==> src/design/fed_pkg.sv <==
package fed_pkg;

  // Default line length and field widths
  localparam int DEPTH_DEF = 4096;
  localparam int SAMPLE_W  = 16;
  localparam int OUT_W     = 17;
  localparam int DELAY_W   = 12;
  localparam int GAIN_W    = 17;
  localparam int FRAC_W    = 16;
  localparam int PROD_W    = SAMPLE_W + GAIN_W + 1;
  localparam int SUM_W     = PROD_W + 1;

  localparam logic [GAIN_W-1:0]  GAIN_ONE  = 17'h10000;
  localparam logic [DELAY_W-1:0] DELAY_RST = 12'd4095;
  localparam logic [GAIN_W-1:0]  FB_RST    = 17'd0;
  localparam logic [GAIN_W-1:0]  MIX_RST   = 17'd32768;

  // Configuration register indexes
  typedef enum logic [1:0] {
    REG_DELAY    = 2'd0,
    REG_FEEDBACK = 2'd1,
    REG_MIX      = 2'd2
  } cfg_reg_t;

  // Pipeline status seen by the address stage
  typedef struct packed {
    logic s1_free;
    logic hazard;
  } pipe_stat_t;

  // Q16 weighted sum scaled back, truncated toward zero
  function automatic logic signed [SAMPLE_W-1:0] q16_trunc(input logic signed [SUM_W-1:0] s);
    logic signed [SUM_W-1:0] q;
    q = s >>> FRAC_W;
    if (s[SUM_W-1] && (|s[FRAC_W-1:0])) begin
      q = q + SUM_W'(1);
    end
    return q[SAMPLE_W-1:0];
  endfunction

endpackage

==> src/design/fed_addr.sv <==
module fed_addr import fed_pkg::*; #(
  parameter int DEPTH = DEPTH_DEF,
  parameter int AW    = 12,
  parameter int CW    = 12
) (
  input  logic          clk,
  input  logic          rst,
  input  logic          in_valid,
  input  logic [CW-1:0] delay_sat,
  input  pipe_stat_t    stat,
  output logic          in_ready,
  output logic          fire,
  output logic [AW-1:0] wr_ptr,
  output logic          filled,
  output logic [AW-1:0] tap_addr
);

  localparam int XW = CW + 2;

  logic [XW-1:0] ptr_x;
  logic [XW-1:0] dt_x;
  logic [XW-1:0] tap_x;

  // Tap sits delay_sat entries behind the write pointer, modulo DEPTH
  always_comb begin
    ptr_x = XW'(wr_ptr);
    dt_x  = XW'(delay_sat);
    if (ptr_x >= dt_x) begin
      tap_x = ptr_x - dt_x;
    end else begin
      tap_x = ptr_x + XW'(DEPTH) - dt_x;
    end
    tap_addr = tap_x[AW-1:0];
  end

  // Hold the item while stage 1 cannot take it or, once the line is filled, its tap entry still has a write in flight
  assign in_ready = stat.s1_free && !(filled && stat.hazard);
  assign fire     = in_valid && in_ready;

  // Write pointer and first-pass flag
  always_ff @(posedge clk) begin
    if (rst) begin
      wr_ptr <= '0;
      filled <= 1'b0;
    end else if (fire) begin
      if (wr_ptr == AW'(DEPTH - 1)) begin
        wr_ptr <= '0;
        filled <= 1'b1;
      end else begin
        wr_ptr <= wr_ptr + AW'(1);
      end
    end
  end

endmodule

==> config.mk <==
export PLATFORM = sky130hd
export DESIGN_NAME = fed_addr
export DESIGN_NICKNAME = d
export VERILOG_FILES = /design/src/design/fed_pkg.sv /design/src/design/fed_addr.sv
export SDC_FILE = /design/constraint.sdc
export NUM_CORES = 1
export LEC_CHECK = 0
export BUFFER_PORTS_ARGS = -buffer_cell sky130_fd_sc_hd__buf_2
export CELL_PAD_IN_SITES_DETAIL_PLACEMENT = 2
export CELL_PAD_IN_SITES_GLOBAL_PLACEMENT = 2
export CORE_MARGIN = 3
export CORE_UTILIZATION = 28
export CTS_CLUSTER_SIZE = 16
export DETAILED_ROUTE_END_ITERATION = 7
export GPL_TIMING_DRIVEN = 1
export PLACE_DENSITY = 0.85
export SLEW_MARGIN = 20
export SYNTH_ARGS = -nofsm -noshare
export SYNTH_HDL_FRONTEND = slang
export SYNTH_SLANG_ARGS = --single-unit
==> constraint.sdc <==
create_clock -name clk -period 4.05 [get_ports clk]
set_input_delay 0.405 -clock clk [delete_from_list [all_inputs] [get_ports clk]]
set_output_delay 0.405 -clock clk [all_outputs]
set_load 0.05 [all_outputs]
# After elaboration in Yosys (flattened, before gate mapping)
# Cells that the tools add are included.
# totals
regBits	13
input_bits	17
output_inout_bits	27
word_cells	15
# classes
addsub	4
order_cmp	1
eq_ne	1
muxes	2
n_reduce_logical	5
# op_table
operator	n
12-bit by 1-bit adder with 12-bit output, second input constant	2
12-bit two-way mux	2
12-bit subtractor	2
12-bit == test, second input constant	1
12-bit >= comparator	1
1-bit logical AND	3
2-bit AND reduction	1
1-bit zero test	1

# Depth between registers and ports, before layout
# Gate-level depths: netlist of the first run.
# depth
depth_word	5
ltp_mapped	8
mapped_depth_nobuf	8

# Worst setup path after synthesis of the first run
# No wires, ideal clock.
# synth_timing
path_kind	flip-flop to output port
from	register wr_ptr[0]
to	output tap_addr[8]
t_arrival_ps	2764
t_required_ps	3645
setup_slack_ps	881
stages_incl_launch_ff	9
n_path_buf	0
cell_sequence	dfxtp_1 > inv_1 > ha_1 > fa_1 > nand2b_1 > a21oi_1 > o21ai_0 > a21oi_1 > xor2_1
# synth_via
elab_chain_len	3
word_cells_on_any_way	5
cone_classes	add/sub: 3; order compare: 1; mux: 1
# synth_rtl
element	line	source
start: declaration	fed_addr.sv:13	output logic [AW-1:0] wr_ptr,
start signal: assignment	fed_addr.sv:50	wr_ptr <= wr_ptr + AW'(1);
12-bit by 1-bit adder with 12-bit output	fed_addr.sv:31	tap_x = ptr_x + XW'(DEPTH) - dt_x;
12-bit subtractor	fed_addr.sv:31	
12-bit two-way mux *	fed_addr.sv:28	if (ptr_x >= dt_x) begin
end: declaration	fed_addr.sv:15	output logic [AW-1:0] tap_addr
# Every way passes the cells marked *; elsewhere a longest branch is shown, timed or not.

# Worst setup path after layout of the first run
# Ends and elaborated chain as after synthesis.

==> key figures, run 1 <==
Timing
  • Final Hold Vio Count: 0
  • Final hold slack: 0.4044 ns
  • Relative slew margins: 68.61%
  • Setup Skew: 0.002204 ns
  • Fmax: 331.0 MHz
  • Tmin final: 3.021 ns
  • Setup ws final: 1.029 ns
  • Worst slew pin tran: 0.4700 ns
  • RSZ-0062 raised after global routing: false
  • Final period utilization: 74.60%
  • Setup TNS Final: 0 ns
  • Final setup viols: 0
  • Final Max Tran Viols: 0

Worst setup path
  • CP arrival: 2.62 ns
  • CP max FO: 5
  • Worst Setup End Kind: primary output
  • CP Cell Sequence: inv_1 -> ha_1 -> fa_1 -> nand2b_1 -> a21oi_1 -> o21ai_0 -> a21oi_1 -> xor2_1 -> buf_2
  • Crit path kind: flip-flop to primary output
  • Crit-path max cell delay: 0.42 ns
  • Startpoint types: flip-flop
  • Cell repeated most along the worst path: a21oi_1
  • Crit path max-delay cell type: fa_1
  • CP required: 3.64 ns

Drt
  • Max Used Layer: met4
  • Met3 wire len: 140 um
  • Met2 WL: 1.855 mm
  • Routed Antenna Nets: 0
  • Vias per cell: 5.017
  • First DRT Iteration DRCs: 25
  • Via Count: 1169
  • DRC violations left: 0
  • WL final: 3.444 mm
  • Avg WL per Cell: 14.78 um
  • DR pass1 iterations: 3
  • Metal-1 WL: 1.432 mm

Place
  • Count of buffers from port buffering: 43
  • Pre-CTS setup slack: 1.232 ns
  • Placed Cells: 229
  • DP HPWL: 2.909 mm
  • Final RePlAce weighted congestion: 0.7259
  • DP Area: 1379 sq um

Cells and area
  • Fin nets: 216
  • Non-Filler Instances: 233
  • Most common cell after layout, fill and taps aside: buf_2
  • Antenna cells: 0
  • Design Area, Final: 1424 sq um
  • Layout cells sized above 1: 28.65%
  • Final Util: 37.76%
  • Commonest non-fill, non-tap cells in the layout: buf_2, nor2_1, inv_1
  • Synthesis-to-layout area growth: 27.15%
  • Fill cell count: 463

GRT
  • GRT overflow: 0
  • GRT Total Usage: 14.67%
  • Vias in the first global route: 1280
  • First-pass GRT wire length: 5.975 mm
  • Largest net degree at the start of global routing: 10
  • Initial antenna violation count: 0

Power
  • Leakage Power: 0.7465 nW
  • PD cells: 249.1 nW/um^2
  • Max rail drop VDD: 0.1248 mV
  • Total power: 354.6 uW

Run status
  • Status: finished, final reports clean

CTS
  • Clock Path Buffers: 2
  • Clock transition at path regs: 0.05 ns
  • H-tree levels: 1
  • Worst skew pair latency: 0.24 ns
  • CTS tree: done
  • Hold buffer count at cts: 0
  • Cts bufs inserted: 3
  • Post-CTS Resized: 0
  • Root Buffer: clkbuf_8
  • Clk sink count: 13
  • Post-CTS setup buffers: 0

Synthesis
  • Ys Warns: 0
  • Syn Area/Cell: 7.999 sq um
  • Syn Std Cell Area: 1120 sq um
  • Flop and latch count out of synthesis: 13
  • Post-synth cell types: 36
  • Seq/Total Area, Yosys: 23.24%
  • Syn_nets: 170
  • Post-Synthesis Cells: 140

Die
  • Core Area: 3771 sq um
  • Die width: 69.24 um
  • Num ports: 44
  • Std-Cell Rows: 22
  • Initial Utilization: 29.69%
  • Die area: 4794 sq um
  • Die H: 69.24 um

Hold path
  • Hold Crit Class: input port to flip-flop

Job
  • Max Cap Viol: 0
[critical path: cells and delay by family, from the launching register on]
kind / cells / cell delay (ns)
buf+inv: 2 / 0.35
simple gates: 1 / 0.19
flops: 1 / 0.41
fa+ha+maj: 2 / 0.63
xor+xnor: 1 / 0.16
compound gates: 3 / 0.64
[power by group]
part | switching [mW] | internal (mW)
Combinational | 0.0781 | 0.0315
Sequential | 0.00199 | 0.129
Clock | 0.0444 | 0.0694
Total | 0.124 | 0.230
[layer usage]
| layer | up-vias | global-route usage (%) |
|---|---|---|
| li1 | 570 | - |
| met1 | 567 | 16.74 |
| met2 | 30 | 28.71 |
| met3 | 2 | 2.029 |
| met4 | 0 | 2.603 |
| met5 | - | 0 |
[state kept, by name (all words and copies together) (netlist names)]
name and flops:
wr_ptr 12, filled 1
[final cells by class]
cell class	instances	area, sq um	area share, %
Multi-Input combinational cell	110	787.0	55.27
Sequential cell	13	260.3	18.28
Inverter	15	56.30	3.954
Tap cell	48	60.06	4.218
Clock buffer	4	45.04	3.163
Timing Repair Buffer	43	215.2	15.11
[final timing paths]
| path | start | endpoint | slack, ns | cells past startpoint |
|---|---|---|---|---|
| min | rst | wr_ptr[6] | 0.40 | 2 |
| max reg2reg | wr_ptr[1] | wr_ptr[3] | 2.35 | 5 |
| min reg2reg | wr_ptr[6] | wr_ptr[6] | 0.58 | 2 |
| max | wr_ptr[0] | tap_addr[8] | 1.03 | 9 |
[synthesized netlist by cell type (all sizes together)]
library cell | n | area share (%)
nor2 | 19 | 6.4
inv | 15 | 5.0
dfxtp | 13 | 23
xor2 | 13 | 10
ha | 12 | 13
nand2 | 10 | 3.4
xnor2 | 7 | 5.5
a21oi | 6 | 2.7
o21ai | 6 | 3.0
a211oi | 4 | 3.6
nand3 | 4 | 1.8
a21o | 3 | 2.0
nand2b | 3 | 1.7
nand4 | 3 | 1.7
o21a | 3 | 2.0
and3 | 2 | 1.1
buf | 2 | 1.5
or3 | 2 | 1.2
a211o | 1 | 0.78
a21boi | 1 | 0.67
a31o | 1 | 0.78
a31oi | 1 | 0.56
and4 | 1 | 0.78
fa | 1 | 1.8
mux2i | 1 | 0.89
nor2b | 1 | 0.56
nor3 | 1 | 0.45
o22ai | 1 | 0.56
o31a | 1 | 0.78
o31ai | 1 | 1.1
o32a | 1 | 1.0
[cell families after synthesis]
| kind of cell | synth area share (%) |
|---|---|
| adder cells (fa/ha/maj) | 15.20 |
| AND/OR/NAND/NOR | 19.00 |
| AO/OA/AOI/OAI | 19.55 |
| XOR/XNOR | 15.64 |
| multiplexers | 0.8939 |
| flip-flops | 23.24 |
| buffers and inverters | 6.480 |
Power figures use the tool's default switching activity.
==> inputs of run 2 (changes only) <==
--- a/config.mk
+++ b/config.mk
@@ -9,11 +9,11 @@
 export CELL_PAD_IN_SITES_DETAIL_PLACEMENT = 2
 export CELL_PAD_IN_SITES_GLOBAL_PLACEMENT = 2
 export CORE_MARGIN = 3
-export CORE_UTILIZATION = 28
+export CORE_UTILIZATION = 24
 export CTS_CLUSTER_SIZE = 16
 export DETAILED_ROUTE_END_ITERATION = 7
 export GPL_TIMING_DRIVEN = 1
-export PLACE_DENSITY = 0.85
+export PLACE_DENSITY = 0.78
 export SLEW_MARGIN = 20
 export SYNTH_ARGS = -nofsm -noshare
 export SYNTH_HDL_FRONTEND = slang
==> constraint.sdc (replaced) <==
create_clock -name clk -period 2.5 [get_ports clk]
set_input_delay 0.25 -clock clk [delete_from_list [all_inputs] [get_ports clk]]
set_output_delay 0.25 -clock clk [all_outputs]
set_load 0.05 [all_outputs]
==> run 2 against run 1 <==
Cell count is 6.9% higher; global-route usage is 0.86 points lower; sequential power is 60% higher; critical path depth is 2 lower; sequential share of layout area is 2.9 points lower; first-iteration DRC count stayed put; via count is 3.0% higher; non-clock buffer count is 12 higher; count of clock-buffer cells in the layout stayed put; clock power is 68% higher; combinational power is 95% higher; largest power group is now combinational cells.
==> key figures, run 2 (synthesized netlist as in run 1, its figures left out) <==
Place
  • DP HPWL: 3.132 mm (+7.7%)
  • Final RePlAce weighted congestion: 0.6824 (-6.0%)
  • Count of buffers from port buffering: 43 (unchanged)
  • Pre-CTS setup slack: -0.06256 ns (-1.295 ns)

Worst setup path
  • Crit path kind: flip-flop to primary output
  • Worst Setup End Kind: primary output
  • Critical path's top delay family: compound AO/OA/AOI/OAI gates
  • Crit-path max cell delay: 0.37 ns (-0.05 ns)
  • Reg-to-reg setup timing slack: 0.84 ns (-1.51 ns)
  • Crit path max-delay cell type: ha_1
  • CP Cell Sequence: ha_1 -> a21o_1 -> a21o_1 -> a211o_1 -> a21oi_2 -> xnor2_4 -> buf_4
  • CP arrival: 2.15 ns (-0.47 ns)
  • Worst Path Buf+Inv: 1 (-1)
  • CP required: 2.25 ns (-1.39 ns)
  • Startpoint types: flip-flop
  • Cell repeated most along the worst path: a21o_1
  • CP max FO: 5 (unchanged)

GRT
  • GRT Total Usage: 13.81% (-0.86 points)
  • Largest net degree at the start of global routing: 10 (unchanged)
  • Vias in the first global route: 1275 (-0.39%)
  • First-pass GRT wire length: 5.940 mm (-0.59%)
  • Initial antenna violation count: 0 (unchanged)
  • GRT overflow: 0 (unchanged)

CTS
  • Cts bufs inserted: 3 (unchanged)
  • Root Buffer: clkbuf_8
  • Clk sink count: 13 (unchanged)
  • H-tree levels: 1 (unchanged)
  • Clock Path Buffers: 2 (unchanged)
  • Worst skew pair latency: 0.24 ns (about the same)
  • CTS tree: done
  • Clock transition at path regs: 0.06 ns (about the same)

Timing
  • Final period utilization: 95.88%
  • Tmin final: 2.397 ns
  • Setup ws final: 0.1031 ns (-0.9255 ns)
  • Final setup viols: 0 (unchanged)
  • Final Hold Vio Count: 0 (unchanged)
  • Final Max Tran Viols: 0 (unchanged)
  • Setup Skew: 0.002251 ns (+0.00004697 ns)
  • Worst slew pin tran: 0.4443 ns (-0.02574 ns)
  • Relative slew margins: 70.33% (+1.7 points)
  • RSZ-0062 raised after global routing: false
  • Fmax: 417.2 MHz

Cells and area
  • Max FFs per register: 12 (unchanged)
  • Reg with most FFs: wr_ptr
  • Synthesis-to-layout area growth: 54.53%
  • Fin nets: 228 (+5.6%)
  • Commonest non-fill, non-tap cells in the layout: buf_2, nor2_1, buf_4
  • Top Registers: wr_ptr (12), filled (1)
  • Most common cell after layout, fill and taps aside: buf_2
  • Layout cells sized above 1: 43.65% (+15 points)
  • Final Util: 38.94% (+1.2 points)
  • Antenna cells: 0 (unchanged)

Job
  • Max Cap Viol: 0 (unchanged)

Run status
  • Status: finished, final reports clean

Die
  • Die area: 5521 sq um (+15%)
  • Std-Cell Rows: 24 (+9.1%)
  • Core Area: 4444 sq um (+18%)
  • Die width: 74.31 um (+7.3%)
  • Num ports: 44 (unchanged)
  • Die H: 74.31 um (+7.3%)
  • Initial Utilization: 25.20% (-4.5 points)

Power
  • Leakage Power: 0.8553 nW (+15%)
  • PD cells: 356.4 nW/um^2 (+43%)
  • Max rail drop VDD: 0.1859 mV (+49%)

Hold path
  • Hold Crit Class: input port to flip-flop

Drt
  • WL final: 3.738 mm (+8.5%)
  • Via Count: 1204 (+3.0%)
  • DRC violations left: 0 (unchanged)
  • DR pass1 iterations: 4 (+1)
  • Vias per cell: 4.835 (-3.6%)
  • First DRT Iteration DRCs: 25 (unchanged)
  • Avg WL per Cell: 15.01 um (+1.6%)
  • Routed Antenna Nets: 0 (unchanged)
-- run 2: cell types whose count changed in the layout (fill, tap and decap cells not counted), sizes merged --
cell  before  now
buf       43   55
-- run 2: worst reg2reg max path: stages, from the launching register on --
cell and delay, ns:
dfxtp_2 0.32, buf_4 0.12, ha_1 0.19, nand2_1 0.08, a211oi_2 0.38, a31o_2 0.36, nor2_1 0.08
-- run 2: final cells by class --
cell class | instances | area (sq um)
fillers | 519 | 2714
multi-input cells | 110 | 973.4
repair buffers | 55 | 324.1
flip-flops and latches | 13 | 266.5
well taps | 52 | 65.06
inverters | 15 | 56.30
clock buffers | 4 | 45.04
-- run 2: what timing repair did --
item                       in CTS  in global routing
gates resized for setup        15                 13
setup endpoints to repair       5                  7
setup buffers                   2                  2
pin swaps                       3                  6
hold buffers                    0                  0
-- run 2: metal layers --
metal | vias to the layer above | global-route usage [%] | routed length (um)
met5 | - | 0 | 0
met4 | 0 | 2.767 | 10
met3 | 2 | 2.297 | 181
met2 | 31 | 25.98 | 1943
met1 | 577 | 16.42 | 1603
li1 | 594 | - | -
-- run 2: power by group --
part           internal (mW)  leakage, nW  switching, mW
clock                  0.113       0.0228         0.0795
sequential             0.209        0.107        0.00179
combinational         0.0727        0.726          0.142
-- run 2: path summary, 6_finish.rpt --
kind	startpoint	to	cells after the start
worst max-delay path	wr_ptr[7]	tap_addr[10]	7
worst min-delay path	rst	wr_ptr[6]	2
worst max register to register	wr_ptr[0]	wr_ptr[10]	6
worst min register to register	wr_ptr[6]	wr_ptr[6]	2
-- run 2: metrics by stage --
step / cells / TNS, ns / total power, mW / area, sq um / hold WS, ns
6_report: 249 / 0 / 0.6167 / 1730 / 0.2587
5_1_grt: 249 / 0 / 0.6495 / 1730 / 0.2640
4_1_cts: 247 / 0 / 0.6154 / 1674 / 0.2532
3_5_place_dp: 241 / -0.06256 / 0.4152 / 1553 / 0.5056
3_3_place_gp: 241 / 0 / 0.4069 / 1553 / 0.4881
2_1_floorplan: 140 / 0 / 0.3613 / 1229 / 0.3150
==> inputs of run 3 (changes only) <==
--- a/config.mk
+++ b/config.mk
@@ -5,11 +5,12 @@
 export SDC_FILE = /design/constraint.sdc
 export NUM_CORES = 1
 export LEC_CHECK = 0
+export ABC_AREA = 1
 export BUFFER_PORTS_ARGS = -buffer_cell sky130_fd_sc_hd__buf_2
 export CELL_PAD_IN_SITES_DETAIL_PLACEMENT = 2
 export CELL_PAD_IN_SITES_GLOBAL_PLACEMENT = 2
 export CORE_MARGIN = 3
-export CORE_UTILIZATION = 24
+export CORE_UTILIZATION = 23
 export CTS_CLUSTER_SIZE = 16
 export DETAILED_ROUTE_END_ITERATION = 7
 export GPL_TIMING_DRIVEN = 1
==> run 3 against run 2 <==
Hold slack gained 0.017 ns; sequential cell count unchanged; clock power up 4%; cell count increased by 24%; synthesized cell count increased by 36%; sequential share of layout area increased by 0.33 points.
==> key figures, run 3 <==
Die
  • Die H: 79.35 um (+6.8%)
  • Die width: 79.35 um (+6.8%)
  • Core Area: 5140 sq um (+16%)
  • Num ports: 44 (unchanged)
  • Initial Utilization: 24.07% (-1.1 points)
  • Std-Cell Rows: 26 (+8.3%)
  • Die area: 6296 sq um (+14%)

Timing
  • Worst slew pin tran: 0.3170 ns (-0.1273 ns)
  • Final setup viols: 0 (unchanged)
  • Tmin final: 2.316 ns (-0.08107 ns)
  • Setup Skew: 0.001698 ns (-0.0005530 ns)
  • Final Max Tran Viols: 0 (unchanged)
  • Final hold slack: 0.2754 ns (+0.01672 ns)
  • Relative slew margins: 78.65% (+8.3 points)
  • RSZ-0062 raised after global routing: false
  • Final period utilization: 92.63% (-3.2 points)
  • Final Hold Vio Count: 0 (unchanged)
  • Fmax: 431.8 MHz (+3.5%)

Power
  • Switch share: 39.01% (+2.9 points)
  • Part of the power in the clock network: 31.7% (+0.6 points)
  • Leakage Power: 0.8479 nW (-0.86%)
  • Int Pwr: 383.7 uW (-2.6%)
  • PD cells: 380.4 nW/um^2 (+6.7%)
  • Max rail drop VDD: 0.2049 mV (+10%)
  • Comb power frac: 34.5% (-0.2 points)
  • Seq pwr share: 33.8% (-0.3 points)
  • Total power: 629.1 uW (+2.0%)
  • Sw Pwr: 245.5 uW (+10%)

Worst setup path
  • CP max FO: 5 (unchanged)
  • Worst reg2reg startpoint: wr_ptr[0]
  • Critical Path Source: wr_ptr[3]
  • CP required: 2.25 ns (about the same)
  • CP arrival: 2.07 ns (-0.08 ns)
  • FF-to-FF path depth: 9 (+3)
  • Worst Setup End Kind: primary output
  • CP Cell Sequence: ha_1 -> a21oi_1 -> nor2_1 -> o21ai_0 -> nand4_1 -> nand2_1 -> buf_2
  • Crit-path max cell delay: 0.34 ns (-0.03 ns)
  • RR Endpoint: wr_ptr[0]
  • Crit path kind: flip-flop to primary output
  • Crit path max-delay cell type: ha_1
  • Startpoint types: flip-flop
  • Reg-to-reg setup timing slack: 0.94 ns (+0.10 ns)

Hold path
  • Hold Crit Depth: 2 (unchanged)
  • Min-delay src: rst
  • Worst Hold End: wr_ptr[10]
  • Hold Crit Class: input port to flip-flop

CTS
  • Worst skew pair latency: 0.24 ns (about the same)
  • Cts bufs inserted: 3 (unchanged)
  • H-tree levels: 1 (unchanged)
  • Root Buffer: clkbuf_8
  • Clock Path Buffers: 2 (unchanged)
  • Clock transition at path regs: 0.06 ns (about the same)
  • Post-CTS setup buffers: 0 (-2)
  • Hold buffer count at cts: 0 (unchanged)
  • Post-CTS Resized: 1 (-14)
  • Clk sink count: 13 (unchanged)
  • CTS tree: done

GRT
  • GR Layer Usage met2: 24.24% (-1.7 points)
  • Largest net degree at the start of global routing: 9 (-1)
  • Met1 usage: 16.22% (-0.20 points)
  • Initial antenna violation count: 0 (unchanged)
  • GRT overflow: 0 (unchanged)
  • Most crowded layer after global routing: met2
  • First-pass GRT wire length: 6.782 mm (+14%)
  • Routing usage on met3: 0.9070% (-1.4 points)
  • Vias in the first global route: 1513 (+19%)
  • GRT Total Usage: 13.40% (-0.40 points)

Synthesis
  • Largest family of logic cells by synthesized area: simple AND/OR/NAND/NOR gates
  • Seq/Total Area, Yosys: 21.03% (-2.2 points)
  • Syn_nets: 220 (+29%)
  • Synth Area in Compound Gates: 10.62% (-8.9 points)
  • Top-area cell type share of the netlist area: 21.03% (-2.2 points)
  • Top area cells in the synthesized netlist: dfxtp_1, ha_1, nand2_1, inv_1, nor2_1
  • Post-synth ARST share: 0% (unchanged)
  • Mux contribution to synthesized area: 0% (-0.89 points)
  • Yosys top cell by area: dfxtp_1
  • Top FF cell, synth: dfxtp_1
  • Syn Std Cell Area: 1237 sq um (+11%)
  • Post-Synth Simple-Gate Area: 36.10% (+17 points)
  • Post-synth EDFFs: 0 (unchanged)
  • Syn Area/Cell: 6.513 sq um (-19%)
  • Post-Synthesis Cells: 190 (+36%)
  • Ys Warns: 0 (unchanged)
  • Post-synth cell types: 27 (-25%)
  • Xor/xnor share of the synthesized area: 8.493% (-7.1 points)
  • Post-synth top cells: nand2_1, inv_1, nor2_1
  • Flop and latch count out of synthesis: 13 (unchanged)
  • Fraction of the mapped netlist area in adder cells: 13.75% (-1.4 points)
  • Count leader, synth: nand2_1

Cells and area
  • Most common cell after layout, fill and taps aside: buf_2
  • Fin nets: 270 (+18%)
  • Commonest non-fill, non-tap cells in the layout: buf_2, nand2_1, inv_1
  • Max FFs per register: 12 (unchanged)
  • Top Registers: wr_ptr (12), filled (1)
  • Synthesis-to-layout area growth: 33.67%
  • Reg with most FFs: wr_ptr
  • Antenna cells: 0 (unchanged)
  • Layout cells sized above 1: 26.78% (-17 points)
  • Fill cell count: 670 (+29%)

Drt
  • Avg WL per Cell: 12.83 um (-15%)
  • DRC violations left: 0 (unchanged)
  • Routed Antenna Nets: 0 (unchanged)
  • First DRT Iteration DRCs: 29 (+16%)
  • Vias per cell: 4.492 (-7.1%)
  • Via Count: 1388 (+15%)
  • DR pass1 iterations: 4 (unchanged)
  • WL final: 3.965 mm (+6.1%)

Job
  • Max Cap Viol: 0 (unchanged)

Place
  • DP HPWL: 3.448 mm (+10%)
  • Count of buffers from port buffering: 43 (unchanged)
  • Final RePlAce weighted congestion: 0.7928 (+16%)

Run status
  • Status: finished, final reports clean
## run 3: changes by cell type in the layout (fill, tap and decap cells not counted), moves of 6 or more
| cell | delta |
|---|---|
| nand2_1 | +30 |
| inv_1 | +17 |
| buf_4 | -14 |
| a21oi_1 | +9 |
| nand3_1 | +9 |
| nor2_1 | +6 |
## run 3: layer usage
| layer | share of wire (%) | vias to the layer above |
|---|---|---|
| met1 | 45 | 649 |
| met2 | 49 | 28 |
| met3 | 3.6 | 8 |
| met4 | 2.6 | 0 |
| met5 | 0 | - |
| li1 | - | 703 |
## run 3: critical path: cells and delay by family, from the launching register on
| kind | cells | cell delay, ns |
|---|---|---|
| and+or+nand+nor | 3 | 0.30 |
| DFF | 1 | 0.32 |
| adders and majority gates | 1 | 0.34 |
| buffers and inverters | 1 | 0.25 |
| AOI/OAI and AO/OA | 2 | 0.60 |
## run 3: worst max-delay path by stage
stage	to	slack (ns)	cells past startpoint
final	tap_addr[10]	0.18	7
after global routing	tap_addr[10]	0.02	7
after CTS	tap_addr[8]	0.05	8
after detailed placement	tap_addr[8]	0.27	8
after global placement	tap_addr[8]	0.31	8
after floorplan	tap_addr[2]	-0.01	4
## run 3: power groups by stage
stage	combinational (mW)	clock [mW]	sequential [mW]
after global placement	0.214	0	0.217
after CTS	0.219	0.204	0.212
final	0.217	0.200	0.212
after floorplan	0.147	0	0.227
after global routing	0.237	0.215	0.213
after detailed placement	0.218	0	0.217
## run 3: layout make-up
cell class / instances / area (sq um) / area share (%)
sequential: 13 / 260.3 / 15.73
multi-input combinational: 144 / 904.6 / 54.69
clock buffer: 4 / 45.04 / 2.723
inverter: 33 / 123.9 / 7.489
tap: 70 / 87.58 / 5.295
timing repair buffer: 45 / 232.7 / 14.07
## run 3: logic make-up (layout without fill, tap and decap cells)
family                   Yosys count  after routing
buffers and inverters             33             82
XOR/XNOR                          12             12
AO/OA/AOI/OAI                     24             24
adder cells (fa/ha/maj)           13             13
AND/OR/NAND/NOR                   95             95
flip-flops                        13             13
## run 3: stage by stage
stage               cell area [sq um]  TNS [ns]  utilization (%)  std cells  worst slack (ns)
floorplan                        1279  -0.02118                -        190          -0.01127
global placement                 1597         0            31.06        305            0.3149
detailed placement               1597         0            31.06        305            0.2683
CTS                              1644         0            31.99        309           0.05284
global route                     1654         0            32.18        309           0.02384
finish                           1654         0            32.18        309            0.1842
